==> src/rtl/msrb_pkg.sv <==
package msrb_pkg;

    localparam int SCREEN_WIDTH   = 128;
    localparam int SCREEN_HEIGHT  = 96;
    localparam int BYTES_PER_LINE = (SCREEN_WIDTH + 7) / 8;
    localparam int FRAME_BYTES    = BYTES_PER_LINE * SCREEN_HEIGHT;
    localparam int ADDR_W         = $clog2(FRAME_BYTES);
    localparam int ROW_PIXELS     = 16;
    localparam int SPAN_BYTES     = (ROW_PIXELS + 7) / 8 + 1;
    localparam int SPAN_W         = SPAN_BYTES * 8;
    localparam int BYTE_IDX_W     = $clog2(SPAN_BYTES + 1);
    localparam int COORD_W        = 12;
    localparam int READ_IDX_W     = 11;
    localparam int QDEPTH         = 2;
    localparam int QPTR_W         = $clog2(QDEPTH);
    localparam int QCNT_W         = $clog2(QDEPTH + 1);

    typedef enum logic [1:0] {
        OP_REPLACE,
        OP_INVERT,
        OP_OR,
        OP_READ
    } t_op;

    typedef enum logic [2:0] {
        ST_CLEAR,
        ST_IDLE,
        ST_ISSUE,
        ST_MERGE,
        ST_DONE
    } t_state;

    typedef struct packed {
        t_op                op;
        logic [SPAN_W-1:0]  data;
        logic [SPAN_W-1:0]  mask;
        logic [ADDR_W-1:0]  addr;
        logic               flag;
    } t_cmd;

    typedef struct packed {
        logic empty;
        logic full;
    } t_qstat;

endpackage

==> src/rtl/msrb_queue.sv <==
module msrb_queue (
    input  logic            i_clk,
    input  logic            i_rst_n,
    input  logic            i_push,
    input  msrb_pkg::t_cmd  i_cmd,
    input  logic            i_pop,
    output msrb_pkg::t_cmd  o_cmd,
    output msrb_pkg::t_qstat o_stat
);

    msrb_pkg::t_cmd                 r_slot [msrb_pkg::QDEPTH];
    logic [msrb_pkg::QPTR_W-1:0]    r_wr_ptr, n_wr_ptr;
    logic [msrb_pkg::QPTR_W-1:0]    r_rd_ptr, n_rd_ptr;
    logic [msrb_pkg::QCNT_W-1:0]    r_count, n_count;

    always_comb begin
        n_wr_ptr = r_wr_ptr;
        n_rd_ptr = r_rd_ptr;
        n_count  = r_count;
        if (i_push) begin
            n_wr_ptr = (r_wr_ptr == msrb_pkg::QPTR_W'(msrb_pkg::QDEPTH - 1))
                       ? '0 : r_wr_ptr + 1'b1;
        end
        if (i_pop) begin
            n_rd_ptr = (r_rd_ptr == msrb_pkg::QPTR_W'(msrb_pkg::QDEPTH - 1))
                       ? '0 : r_rd_ptr + 1'b1;
        end
        if (i_push && !i_pop) begin
            n_count = r_count + 1'b1;
        end else if (i_pop && !i_push) begin
            n_count = r_count - 1'b1;
        end
    end

    always_ff @(posedge i_clk) begin
        if (!i_rst_n) begin
            r_wr_ptr <= '0;
            r_rd_ptr <= '0;
            r_count  <= '0;
        end else begin
            r_wr_ptr <= n_wr_ptr;
            r_rd_ptr <= n_rd_ptr;
            r_count  <= n_count;
        end
    end

    always_ff @(posedge i_clk) begin
        if (i_push) begin
            r_slot[r_wr_ptr] <= i_cmd;
        end
    end

    assign o_cmd        = r_slot[r_rd_ptr];
    assign o_stat.empty = (r_count == '0);
    assign o_stat.full  = (r_count == msrb_pkg::QCNT_W'(msrb_pkg::QDEPTH));

endmodule

==> config.mk <==
export PLATFORM = sky130hd
export DESIGN_NAME = msrb_queue
export DESIGN_NICKNAME = d
export VERILOG_FILES = /design/src/rtl/msrb_pkg.sv /design/src/rtl/msrb_queue.sv
export SDC_FILE = /design/constraint.sdc
export NUM_CORES = 1
export LEC_CHECK = 0
export ABC_AREA = 1
export BUFFER_PORTS_ARGS = -buffer_cell sky130_fd_sc_hd__buf_2
export CAP_MARGIN = 20
export CORE_UTILIZATION = 56
export DETAILED_ROUTE_END_ITERATION = 8
export PLACE_DENSITY = 0.84
export REMOVE_ABC_BUFFERS = 1
export SETUP_SLACK_MARGIN = 0.05
export SLEW_MARGIN = 25
export SYNTH_ARGS = -nofsm -noshare
export SYNTH_HDL_FRONTEND = slang
export SYNTH_SLANG_ARGS = --single-unit
==> constraint.sdc <==
create_clock -name i_clk -period 8.7 [get_ports i_clk]
set_clock_uncertainty 0.1 [all_clocks]
set_input_delay 0.435 -clock i_clk [delete_from_list [all_inputs] [get_ports i_clk]]
set_output_delay 0.435 -clock i_clk [all_outputs]
set_load 0.03 [all_outputs]
==> run_results.csv <==
group,metric,value,unit
finish,layout_cells_sized_above_1,59.2,%
global_route,grtUsageTotal,18.1,%
global_route,initial_antenna_violation_count,0,
global_route,pin_count_of_the_biggest_net_entering_global_routing,49,
routing,count_of_nets_left_with_antenna_violations_after_detail_routing,0,
power,leakagePower,2.57,nW
clock_tree,clock_path_buffers,2,
logic_synthesis,synth_area_leader_cell,"sky130_fd_sc_hd__edfxtp_1",
timing,period_needed,2.68,ns
clock_tree,cts.repair_timing.setup_buffer_count,0,
timing,totalNegativeSetupSlack,0,ns
critical_path,worst_setup_path_start_kind,"register",
clock_tree,worstSkewPairLatency,0.49,ns
critical_path,r2r_end,"r_slot[0][43]$_DFFE_PP_",
critical_path,crit_fanout,33,
routing,number_of_drc_violations_after_detailed_routing_iteration_0,141,
clock_tree,htreeDepth,4,
timing,max_slew_margin,56.7,%
global_route,grt_pass1_wl,11900,µm
routing,routedLengthMet1,3440,µm
placed_design,io_buffers,129,
floorplanning,row_count,34,
logic_synthesis,yosys_register_bits,129,
logic_synthesis,post_synth_inst_count,228,
finish,flow.area_growth_from_synthesis,25.8,%
logic_synthesis,synth_xor_area_share,0,%
clock_tree,post_cts_resize_count,0,
routing,met2_length,4240,µm
finish,layoutNonFillerInstCount,493,
critical_path,worst_r2r_path_depth,2,
finish,antenna_cells,0,
routing,post-route-drc-count,0,
logic_synthesis,synthDominantCellAreaShare,74.4,%
routing,wirelength,8300,µm
logic_synthesis,netlist_top_cells_area,"sky130_fd_sc_hd__edfxtp_1 74%, sky130_fd_sc_hd__mux2_4 18%, sky130_fd_sc_hd__buf_12 2.4%",
timing,hold_viol,0,
timing,max_freq,0.373,GHz
logic_synthesis,mux_contribution_to_synthesized_area,18.4,%
logic_synthesis,avgSynthCellArea,22.0,µm²
routing,number_of_search_and_repair_iterations_in_the_first_detailed_routing_pass,4,
placed_design,dp_cells,461,
floorplanning,floorplan.initialDensity,57.7,%
logic_synthesis,yosys.area_share.adder,0.250,%
critical_path,launch_instance_of_the_worst_register_to_register_path,"r_wr_ptr$_SDFFE_PN0P_",
finish,mostFrequentLayoutCell,"sky130_fd_sc_hd__buf_2",
logic_synthesis,syn-cell-area,5010,µm²
floorplanning,die_width,96.6,µm
timing,finalMaxSlewViolations,0,
finish,final_nets,439,
power,power-per-cell-area,256,nW/µm²
floorplanning,ioPinCount,130,
min_path,whs_endpoint,"r_slot[1][28]$_DFFE_PP_",
logic_synthesis,synth-simple-area-share,1.50,%
routing,maxUsedRoutingLayer,"met4",
placed_design,gp_congestion,0.674,
run_status,status,"complete, no violations",
min_path,class_of_the_most_critical_hold_timing_path,"in2reg",
timing,tightest_pin_transition,0.649,ns
routing,post_drt_wl_per_cell,16.8,µm
global_route,grt_overflow_total,0,
clock_tree,clock_sinks,129,
power,vdd_ir_drop_max,156,µV
clock_tree,tritoncts,"yes",
clock_tree,clkTransAtPathRegs,0.06,ns
clock_tree,tritoncts.num_buffers,17,
routing,wl_met3,474,µm
placed_design,dp.final_hpwl,5480,µm
floorplanning,core_area,8680,µm²
min_path,holdCritStartpoint,"i_cmd[28]",
floorplanning,fp.dieH,96.6,µm
timing,setup_viol,0,
clock_tree,root_buffer,"sky130_fd_sc_hd__clkbuf_8",
critical_path,reg2reg_slack,6.77,ns
timing,period_share,30.8,%
logic_synthesis,number_of_unique_standard_cell_types_used_by_synthesis,14,
min_path,hold_path_depth,1,
global_route,first_global_vias,2474,
logic_synthesis,yosys_warnings,0,
clock_tree,cts-hold-fix-buffers,0,
logic_synthesis,synth_compound_gate_area_share,0.200,%
timing,rsz0062_at_grt,"no",
routing,drt-vias-per-instance,5.04,
finish,layout.cells.most_common_list,"129 x sky130_fd_sc_hd__buf_2, 124 x sky130_fd_sc_hd__edfxtp_1, 60 x sky130_fd_sc_hd__mux2_4",
floorplanning,die-area,9320,µm²
critical_path,crit_path_end_kind,"primary output",
logic_synthesis,main_combinational_cell_family_by_area_after_synthesis,"multiplexers",
routing,vias,2487,
critical_path,worstSetupPathType,"reg2out",
logic_synthesis,seq_total_area_yosys,76.4,%
critical_path,arrival,2.15,ns
critical_path,worstPathRequired,8.17,ns
flow_run,drv_cap,0,
cell type report:
class,count,area (µm²)
Sequential cell,129,3830
Fill cell,558,2380
Multi-Input combinational cell,84,1030
Timing Repair Buffer,132,681
Clock buffer,17,414
Clock inverter,15,184
Tap cell,108,135
Inverter,8,30.0
kinds of logic after synthesis:
group           after synthesis
flops                       129
mux                          62
simple gates                 19
buf+inv                      15
compound gates                2
fa+ha+maj                     1
registers in the layout, summed over array words and instances, names as in the netlist, named ones only:
| name | count |
|---|---|
| r_wr_ptr | 1 |
| r_rd_ptr | 1 |
| r_slot | 124 |
| r_count | 2 |
Yosys cell counts:
master / instances
sky130_fd_sc_hd__nand4_1: 1
sky130_fd_sc_hd__nand3_1: 1
sky130_fd_sc_hd__inv_1: 8
sky130_fd_sc_hd__nand2_1: 8
sky130_fd_sc_hd__mux2_2: 2
sky130_fd_sc_hd__nor2_1: 9
sky130_fd_sc_hd__a21oi_1: 1
sky130_fd_sc_hd__dfxtp_1: 5
sky130_fd_sc_hd__edfxtp_1: 124
sky130_fd_sc_hd__mux2_4: 60
sky130_fd_sc_hd__ha_1: 1
sky130_fd_sc_hd__o21ai_0: 1
sky130_fd_sc_hd__buf_6: 1
sky130_fd_sc_hd__buf_12: 6
worst max path at each step:
stage                   from                       to  slack (ns)
detailed placement    i_push  r_slot[0][61]$_DFFE_PP_        6.44
global placement    register                o_cmd[46]        6.42
global route        register                o_cmd[46]        5.92
finish              register                o_cmd[46]        6.02
floorplan             i_push   r_slot[0][0]$_DFFE_PP_        5.04
CTS                 register                o_cmd[46]        5.97
per-layer routing:
layer / vias up / track usage (%)
met5: - / 0
met4: 0 / 9.19
met3: 16 / 6.10
met2: 101 / 30.6
met1: 1203 / 20.4
li1: 1167 / -
report_power, final:
part	switching [mW]	internal [mW]	leakage [nW]	total [mW]
clock	0.262	0.440	0.281	0.702
sequential	0.0157	0.719	1.21	0.734
combinational	0.106	0.0733	1.08	0.179
worst max-delay path, cell delays in order, from the launching register on:
cell,delay (ns)
sky130_fd_sc_hd__dfxtp_4,0.78
sky130_fd_sc_hd__buf_12,0.32
sky130_fd_sc_hd__mux2_2,0.37
sky130_fd_sc_hd__buf_2,0.18
per-stage QoR:
stage	utilization, %	hold slack, ns	area [µm²]	total power, mW	setup WS [ns]
after floorplan	-	0.363	4870	0.875	5.04
after global placement	65.5	0.375	5680	0.921	6.42
after detailed placement	65.7	0.404	5700	0.928	6.44
after CTS	72.6	0.00407	6300	1.63	5.97
after global routing	72.6	0.00263	6300	1.66	5.92
final	72.6	0.0298	6300	1.62	6.02
Power figures use the tool's default switching activity.
