**src/rtl/msrb_pkg.sv**
```systemverilog
package msrb_pkg;

    localparam int SCREEN_WIDTH   = 128;
    localparam int SCREEN_HEIGHT  = 96;
    localparam int BYTES_PER_LINE = (SCREEN_WIDTH + 7) / 8;
    localparam int FRAME_BYTES    = BYTES_PER_LINE * SCREEN_HEIGHT;
    localparam int ADDR_W         = $clog2(FRAME_BYTES);
    localparam int ROW_PIXELS     = 16;
    localparam int SPAN_BYTES     = (ROW_PIXELS + 7) / 8 + 1;
    localparam int SPAN_W         = SPAN_BYTES * 8;
    localparam int BYTE_IDX_W     = $clog2(SPAN_BYTES + 1);
    localparam int COORD_W        = 12;
    localparam int READ_IDX_W     = 11;
    localparam int QDEPTH         = 2;
    localparam int QPTR_W         = $clog2(QDEPTH);
    localparam int QCNT_W         = $clog2(QDEPTH + 1);

    typedef enum logic [1:0] {
        OP_REPLACE,
        OP_INVERT,
        OP_OR,
        OP_READ
    } t_op;

    typedef enum logic [2:0] {
        ST_CLEAR,
        ST_IDLE,
        ST_ISSUE,
        ST_MERGE,
        ST_DONE
    } t_state;

    typedef struct packed {
        t_op                op;
        logic [SPAN_W-1:0]  data;
        logic [SPAN_W-1:0]  mask;
        logic [ADDR_W-1:0]  addr;
        logic               flag;
    } t_cmd;

    typedef struct packed {
        logic empty;
        logic full;
    } t_qstat;

endpackage

```
**src/rtl/msrb_front.sv**
```systemverilog
module msrb_front (
    input  logic [1:0]                          i_opcode,
    input  logic [msrb_pkg::ROW_PIXELS-1:0]     i_sprite_row,
    input  logic signed [7:0]                   i_x_pos,
    input  logic signed [7:0]                   i_y_row,
    input  logic [msrb_pkg::READ_IDX_W-1:0]     i_read_index,
    output msrb_pkg::t_cmd                      o_cmd
);

    logic signed [msrb_pkg::COORD_W-1:0] y;
    logic signed [msrb_pkg::COORD_W-1:0] col;
    logic signed [7:0]                   x_byte;
    logic                                y_ok;
    logic [msrb_pkg::ROW_PIXELS-1:0]     on;
    logic [msrb_pkg::ROW_PIXELS-1:0]     bits;
    logic [msrb_pkg::ADDR_W-1:0]         row_base;
    msrb_pkg::t_op                       op;

    always_comb begin
        op   = msrb_pkg::t_op'(i_opcode);
        y    = msrb_pkg::COORD_W'(i_y_row);
        y_ok = (y >= 0) && (y < $signed(msrb_pkg::COORD_W'(msrb_pkg::SCREEN_HEIGHT)));
        col  = '0;
        for (int k = 0; k < msrb_pkg::ROW_PIXELS; k++) begin
            col = msrb_pkg::COORD_W'(i_x_pos) + msrb_pkg::COORD_W'(k);
            on[msrb_pkg::ROW_PIXELS-1-k] = y_ok && (col >= 0)
                && (col < $signed(msrb_pkg::COORD_W'(msrb_pkg::SCREEN_WIDTH)));
        end
        bits     = (op == msrb_pkg::OP_INVERT) ? ~i_sprite_row : i_sprite_row;
        x_byte   = i_x_pos >>> 3;
        row_base = msrb_pkg::ADDR_W'(y) * msrb_pkg::ADDR_W'(msrb_pkg::BYTES_PER_LINE);

        o_cmd.op   = op;
        o_cmd.data = msrb_pkg::SPAN_W'({bits, 8'h00}) >> i_x_pos[2:0];
        o_cmd.mask = msrb_pkg::SPAN_W'({on, 8'h00}) >> i_x_pos[2:0];
        unique case (op)
            msrb_pkg::OP_READ: begin
                o_cmd.addr = msrb_pkg::ADDR_W'(i_read_index);
                o_cmd.flag = i_read_index
                             < msrb_pkg::READ_IDX_W'(msrb_pkg::FRAME_BYTES);
            end
            default: begin
                o_cmd.addr = row_base + msrb_pkg::ADDR_W'(x_byte);
                o_cmd.flag = ~&on;
            end
        endcase
    end

endmodule

```
**config.mk**
```make
export PLATFORM = sky130hd
export DESIGN_NAME = msrb_front
export DESIGN_NICKNAME = d
export VERILOG_FILES = /design/src/rtl/msrb_pkg.sv /design/src/rtl/msrb_front.sv
export SDC_FILE = /design/constraint.sdc
export NUM_CORES = 1
export LEC_CHECK = 0
export BUFFER_PORTS_ARGS = -buffer_cell sky130_fd_sc_hd__buf_2
export CELL_PAD_IN_SITES_DETAIL_PLACEMENT = 1
export CELL_PAD_IN_SITES_GLOBAL_PLACEMENT = 1
export CORE_MARGIN = 4
export CORE_UTILIZATION = 26
export DETAILED_ROUTE_END_ITERATION = 10
export GPL_ROUTABILITY_DRIVEN = 0
export PLACE_DENSITY_LB_ADDON = 0.1
export SLEW_MARGIN = 10
export SYNTH_ARGS = -nofsm -noshare
export SYNTH_HDL_FRONTEND = slang
export SYNTH_SLANG_ARGS = --single-unit
```
**constraint.sdc**
```tcl
create_clock -name vclk -period 2
set_input_delay 0.3 -clock vclk [all_inputs]
set_output_delay 0.3 -clock vclk [all_outputs]
set_load 0.005 [all_outputs]
```
==> results.json, run 1 <==
{
  "status": "finished with violations",
  "violations": "setup timing",
  "hp-class": "in2out",
  "ant_nets": 0,
  "drv_cap": 0,
  "portBuffers": 105,
  "die_area_um2": 7190,
  "firstDrtPassIters": 4,
  "diodes": 0,
  "grtUsageTotal": 0.164,
  "finalWorstSetupSlack_ns": -0.0211,
  "criticalPathCategory": "in2out",
  "pwr_density_cell_nw_per_um2": 280,
  "io-pin-count": 107,
  "final_nets": 389,
  "critical_path_required_ns": 1.70,
  "pre_cts_slack_ns": -0.187,
  "cp_max_fo": 5,
  "synth.distinct_cells": 49,
  "hold_viol": 0,
  "place_inst": 404,
  "wl_per_cell_um": 15.8,
  "start_util": 0.273,
  "min_period_ns": 2.02,
  "wirelength_mm": 6.45,
  "antenna_found_initial": 0,
  "crit_family": "compound AO/OA/AOI/OAI gates",
  "crit_buf_inv": 3,
  "seq_cell_count": 0,
  "crit_arrival_ns": 1.72,
  "finalSetupViolCount": 1,
  "fin_cells": 407,
  "drive_above_1_share": 0.499,
  "final-max-slew-violation-count": 0,
  "grt_max_degree": 28,
  "syn_area_um2": 1530,
  "ir_drop_mv": 0.104,
  "avgSynthCellArea_um2": 6.97,
  "critPathMaxStageDelay_ns": 0.29,
  "rsz0062_at_grt": "true",
  "cp-start-kind": "input pin",
  "core_area_um2": 5610,
  "yosysSeqAreaShare": 0,
  "fmax_mhz": 495,
  "core.rowCount": 27,
  "die_w_um": 84.8,
  "nClkBuffers": 0,
  "grt_pass1_vias": 2075,
  "hpwl_mm": 5.29,
  "drc": 0,
  "synth_warnings": 0,
  "critPathSlowestCell": "o31a_1",
  "worstPathCellList": "buf_12 > ha_4 > inv_2 > fa_2 > nor2b_2 > o31a_1 > o2111a_1 > a211oi_2 > buf_2",
  "end_kind": "output pin",
  "power_mw": 0.692,
  "area_growth_pct": 61.3,
  "grt_pass1_wl_mm": 10.2,
  "utilization": 0.441,
  "drt_iter0_markers": 61,
  "nFillCells": 770,
  "vias": 2023,
  "grt_overflow": 0,
  "p_leak_nw": 1.25,
  "final-seq-area_um2": 0,
  "avgViaCountPerCell": 4.97,
  "fp.dieH_um": 84.8,
  "syn_inst": 220,
  "fin_crit_sh": 1.01
}
==> synthesized netlist by cell type, drive strengths merged (4+ instances only) <==
cell	instances	share of area
a211oi	4	0.020
a21oi	8	0.026
a22oi	7	0.034
buf	12	0.055
clkbuf	7	0.017
ha	6	0.049
inv	8	0.020
mux2	10	0.073
mux2i	18	0.12
nand2	13	0.032
nand3	5	0.016
nor2	33	0.081
nor2b	6	0.024
o21ai	8	0.026
xnor2	18	0.10
xor2	10	0.057
==> placed cells by master, fill, tap and decap left out, types with 2 or more instances in the layout <==
master	n
xnor2_1	17
o22ai_1	3
a21oi_1	8
xor2_1	9
a222oi_1	2
nor2_1	32
buf_2	102
a22oi_1	7
nor3_1	2
nand3b_1	2
buf_4	25
a21o_1	3
or3_1	3
mux4_2	2
a211oi_2	2
a211o_1	2
mux2i_1	18
o21ai_2	3
inv_1	7
nand3_1	5
and2_1	2
and3_1	3
ha_4	5
nand2b_1	3
conb_1	2
buf_12	4
nor2b_1	4
o21ai_0	5
nand2_1	13
mux2_2	9
nor2b_2	2
==> routing by layer <==
metal | global-route usage | vias to the layer above | routed length (µm) | part of all wire
met3 | 0.00883 | 0 | 261 | 0.040
met1 | 0.205 | 952 | 2780 | 0.43
met4 | 0 | 0 | 0 | 0
met5 | 0 | - | 0 | 0
li1 | - | 1012 | - | -
met2 | 0.326 | 59 | 3410 | 0.53
==> cell type report <==
type,count,area [µm²],share of cell area
inverter,8,30.0,0.0121
tap,72,90.1,0.0364
multi-input combinational,194,1540,0.622
timing repair buffer,133,815,0.329
==> path summary, 6_finish.rpt <==
check                   start   endpoint  cells after the start
setup / recovery   i_x_pos[7]  o_cmd[11]                      9
hold / removal    i_opcode[0]  o_cmd[60]                      2
==> logic make-up (layout without fill, tap and decap cells) <==
family / count (synthesis) / after routing / share of synthesized area
adders and majority gates: 7 / 7 / 0.0620
muxes: 30 / 30 / 0.220
and+or+nand+nor: 79 / 79 / 0.244
AOI/OAI and AO/OA: 48 / 48 / 0.220
other: 1 / 2 / 0.00245
buffers and inverters: 27 / 141 / 0.0914
xor gates and xnor gates: 28 / 28 / 0.160
==> per-stage QoR <==
stage	area [µm²]	TNS, ns	hold slack, ns
CTS	2360	-0.104	0.822
floorplan	1540	0	0.681
global route	2470	-0.147	0.839
finish	2470	-0.0211	0.814
global placement	2260	-0.280	0.813
detailed placement	2260	-0.397	0.820
==> power by group <==
part	internal (mW)	leakage (nW)	total (mW)	switching, mW
clock	0	0	0	0
sequential	0	0	0	0
combinational	0.352	1.25	0.692	0.340
==> timing repair <==
item / CTS / global route
pin swaps: 9 / 10
gates resized for setup: 18 / 17
setup buffers: 1 / 1
hold buffers: 0 / 0
gates cloned: 0 / 1
setup endpoints to repair: 4 / 10
Power figures use the tool's default switching activity.
==> run 2: changes to the inputs <==
- CAP_MARGIN: unset -> 40
- CORE_MARGIN: 4 -> 10
==> results.json, run 2 (synthesis gave the netlist of run 1 again) <==
{
  "grt_overflow": 0,
  "diodes": 0,
  "io-pin-count": 107,
  "hpwl_mm": 5.87,
  "seq_cell_count": 0,
  "antenna_found_initial": 0,
  "final_cell_mix": "buf_2 (101), nor2_1 (32), buf_4 (27), mux2i_1 (18), xnor2_1 (17)",
  "core_area_um2": 5610,
  "finalSetupViolCount": 0,
  "final_nets": 394,
  "nFillCells": 752,
  "worstPathCellList": "buf_12 > ha_4 > a211oi_4 > nor2_2 > or4_1 > nand3b_1 > buf_2",
  "die_area_um2": 9370,
  "ir_drop_mv": 0.103,
  "finalWorstSetupSlack_ns": 0.0239,
  "wirelength_mm": 7.06,
  "final_common_cell": "buf_2",
  "critPathSlowestCell": "or4_1",
  "min_from": "i_opcode[0]",
  "drc": 0,
  "final-max-slew-violation-count": 0,
  "grt_pass1_wl_mm": 11.3,
  "cp_max_fo": 5,
  "die_w_um": 96.8,
  "ant_nets": 0,
  "wl_per_cell_um": 17.1,
  "final-seq-area_um2": 0,
  "grt_max_degree": 25,
  "hp-class": "in2out",
  "fp.dieH_um": 96.8,
  "criticalPathCategory": "in2out",
  "vias": 2029,
  "avgViaCountPerCell": 4.92,
  "multi_input_area_um2": 1520,
  "drive_above_1_share": 0.494,
  "firstDrtPassIters": 4,
  "pwr_density_cell_nw_per_um2": 283,
  "rsz0062_at_grt": "true",
  "drv_cap": 0,
  "nClkBuffers": 0,
  "crit_arrival_ns": 1.68,
  "tns_ns": 0,
  "place_inst": 407,
  "p_leak_nw": 1.28,
  "holdPathStages": 2,
  "min_period_ns": 1.98,
  "cp-start-kind": "input pin",
  "critPathMaxStageDelay_ns": 0.47,
  "hold_buffers": 0,
  "pre_cts_slack_ns": -0.167,
  "drt_iter0_markers": 72,
  "portBuffers": 105,
  "status": "complete, no violations",
  "grtUsageTotal": 0.136,
  "fin_cells": 412,
  "holdPathEnd": "o_cmd[60]",
  "core.rowCount": 27,
  "power_mw": 0.711,
  "grt_pass1_vias": 2159,
  "start_util": 0.273,
  "critical_path_required_ns": 1.70,
  "fin_crit_sh": 0.988,
  "hold_viol": 0,
  "end_kind": "output pin",
  "fmax_mhz": 506,
  "area_growth_pct": 64.0
}
-- run 2: cell type report --
type               instances  share of cell area
repair buffers           138               0.347
multi-input cells        194               0.605
well taps                 72              0.0358
inverters                  8              0.0119
-- run 2: timing repair --
action | in CTS | in global routing
buffers inserted | 2 | 2
pin swaps | 8 | 9
cloned | 1 | 0
gates resized for setup | 17 | 19
endpoints found under the setup margin | 5 | 11
endpoints found under the hold margin | 0 | 0
-- run 2: critical path: cells and delay by family --
family          cells  cell delay (ns)
simple gates        3             0.63
compound gates      1             0.27
buf+inv             2             0.24
fa+ha+maj           1             0.24
-- run 2: stage by stage --
step | hold slack [ns] | utilization | instance area (µm²)
after global placement | 0.812 | 0.407 | 2280
final | 0.816 | 0.448 | 2510
after global routing | 0.838 | 0.448 | 2510
after detailed placement | 0.819 | 0.407 | 2280
after CTS | 0.821 | 0.429 | 2410
after floorplan | 0.681 | - | 1540
-- run 2: report_power, final --
part	internal (mW)	switching, mW
combinational	0.365	0.345
clock	0	0
sequential	0	0
total	0.365	0.345
-- run 2: worst max-delay path by stage --
stage | cells past startpoint | startpoint | endpoint
floorplan | 7 | i_x_pos[7] | o_cmd[11]
CTS | 9 | i_x_pos[7] | o_cmd[11]
finish | 7 | i_x_pos[7] | o_cmd[10]
detailed placement | 9 | i_x_pos[7] | o_cmd[11]
global placement | 9 | i_x_pos[7] | o_cmd[11]
global route | 7 | i_x_pos[7] | o_cmd[10]
-- run 2: layer usage --
layer	GRT usage	share of wire	wire (µm)	vias to the layer above
met5	0	0	0	-
met4	0	0.0044	31	0
met3	0.0177	0.040	281	2
met2	0.255	0.51	3580	58
met1	0.168	0.45	3170	944
li1	-	-	-	1025
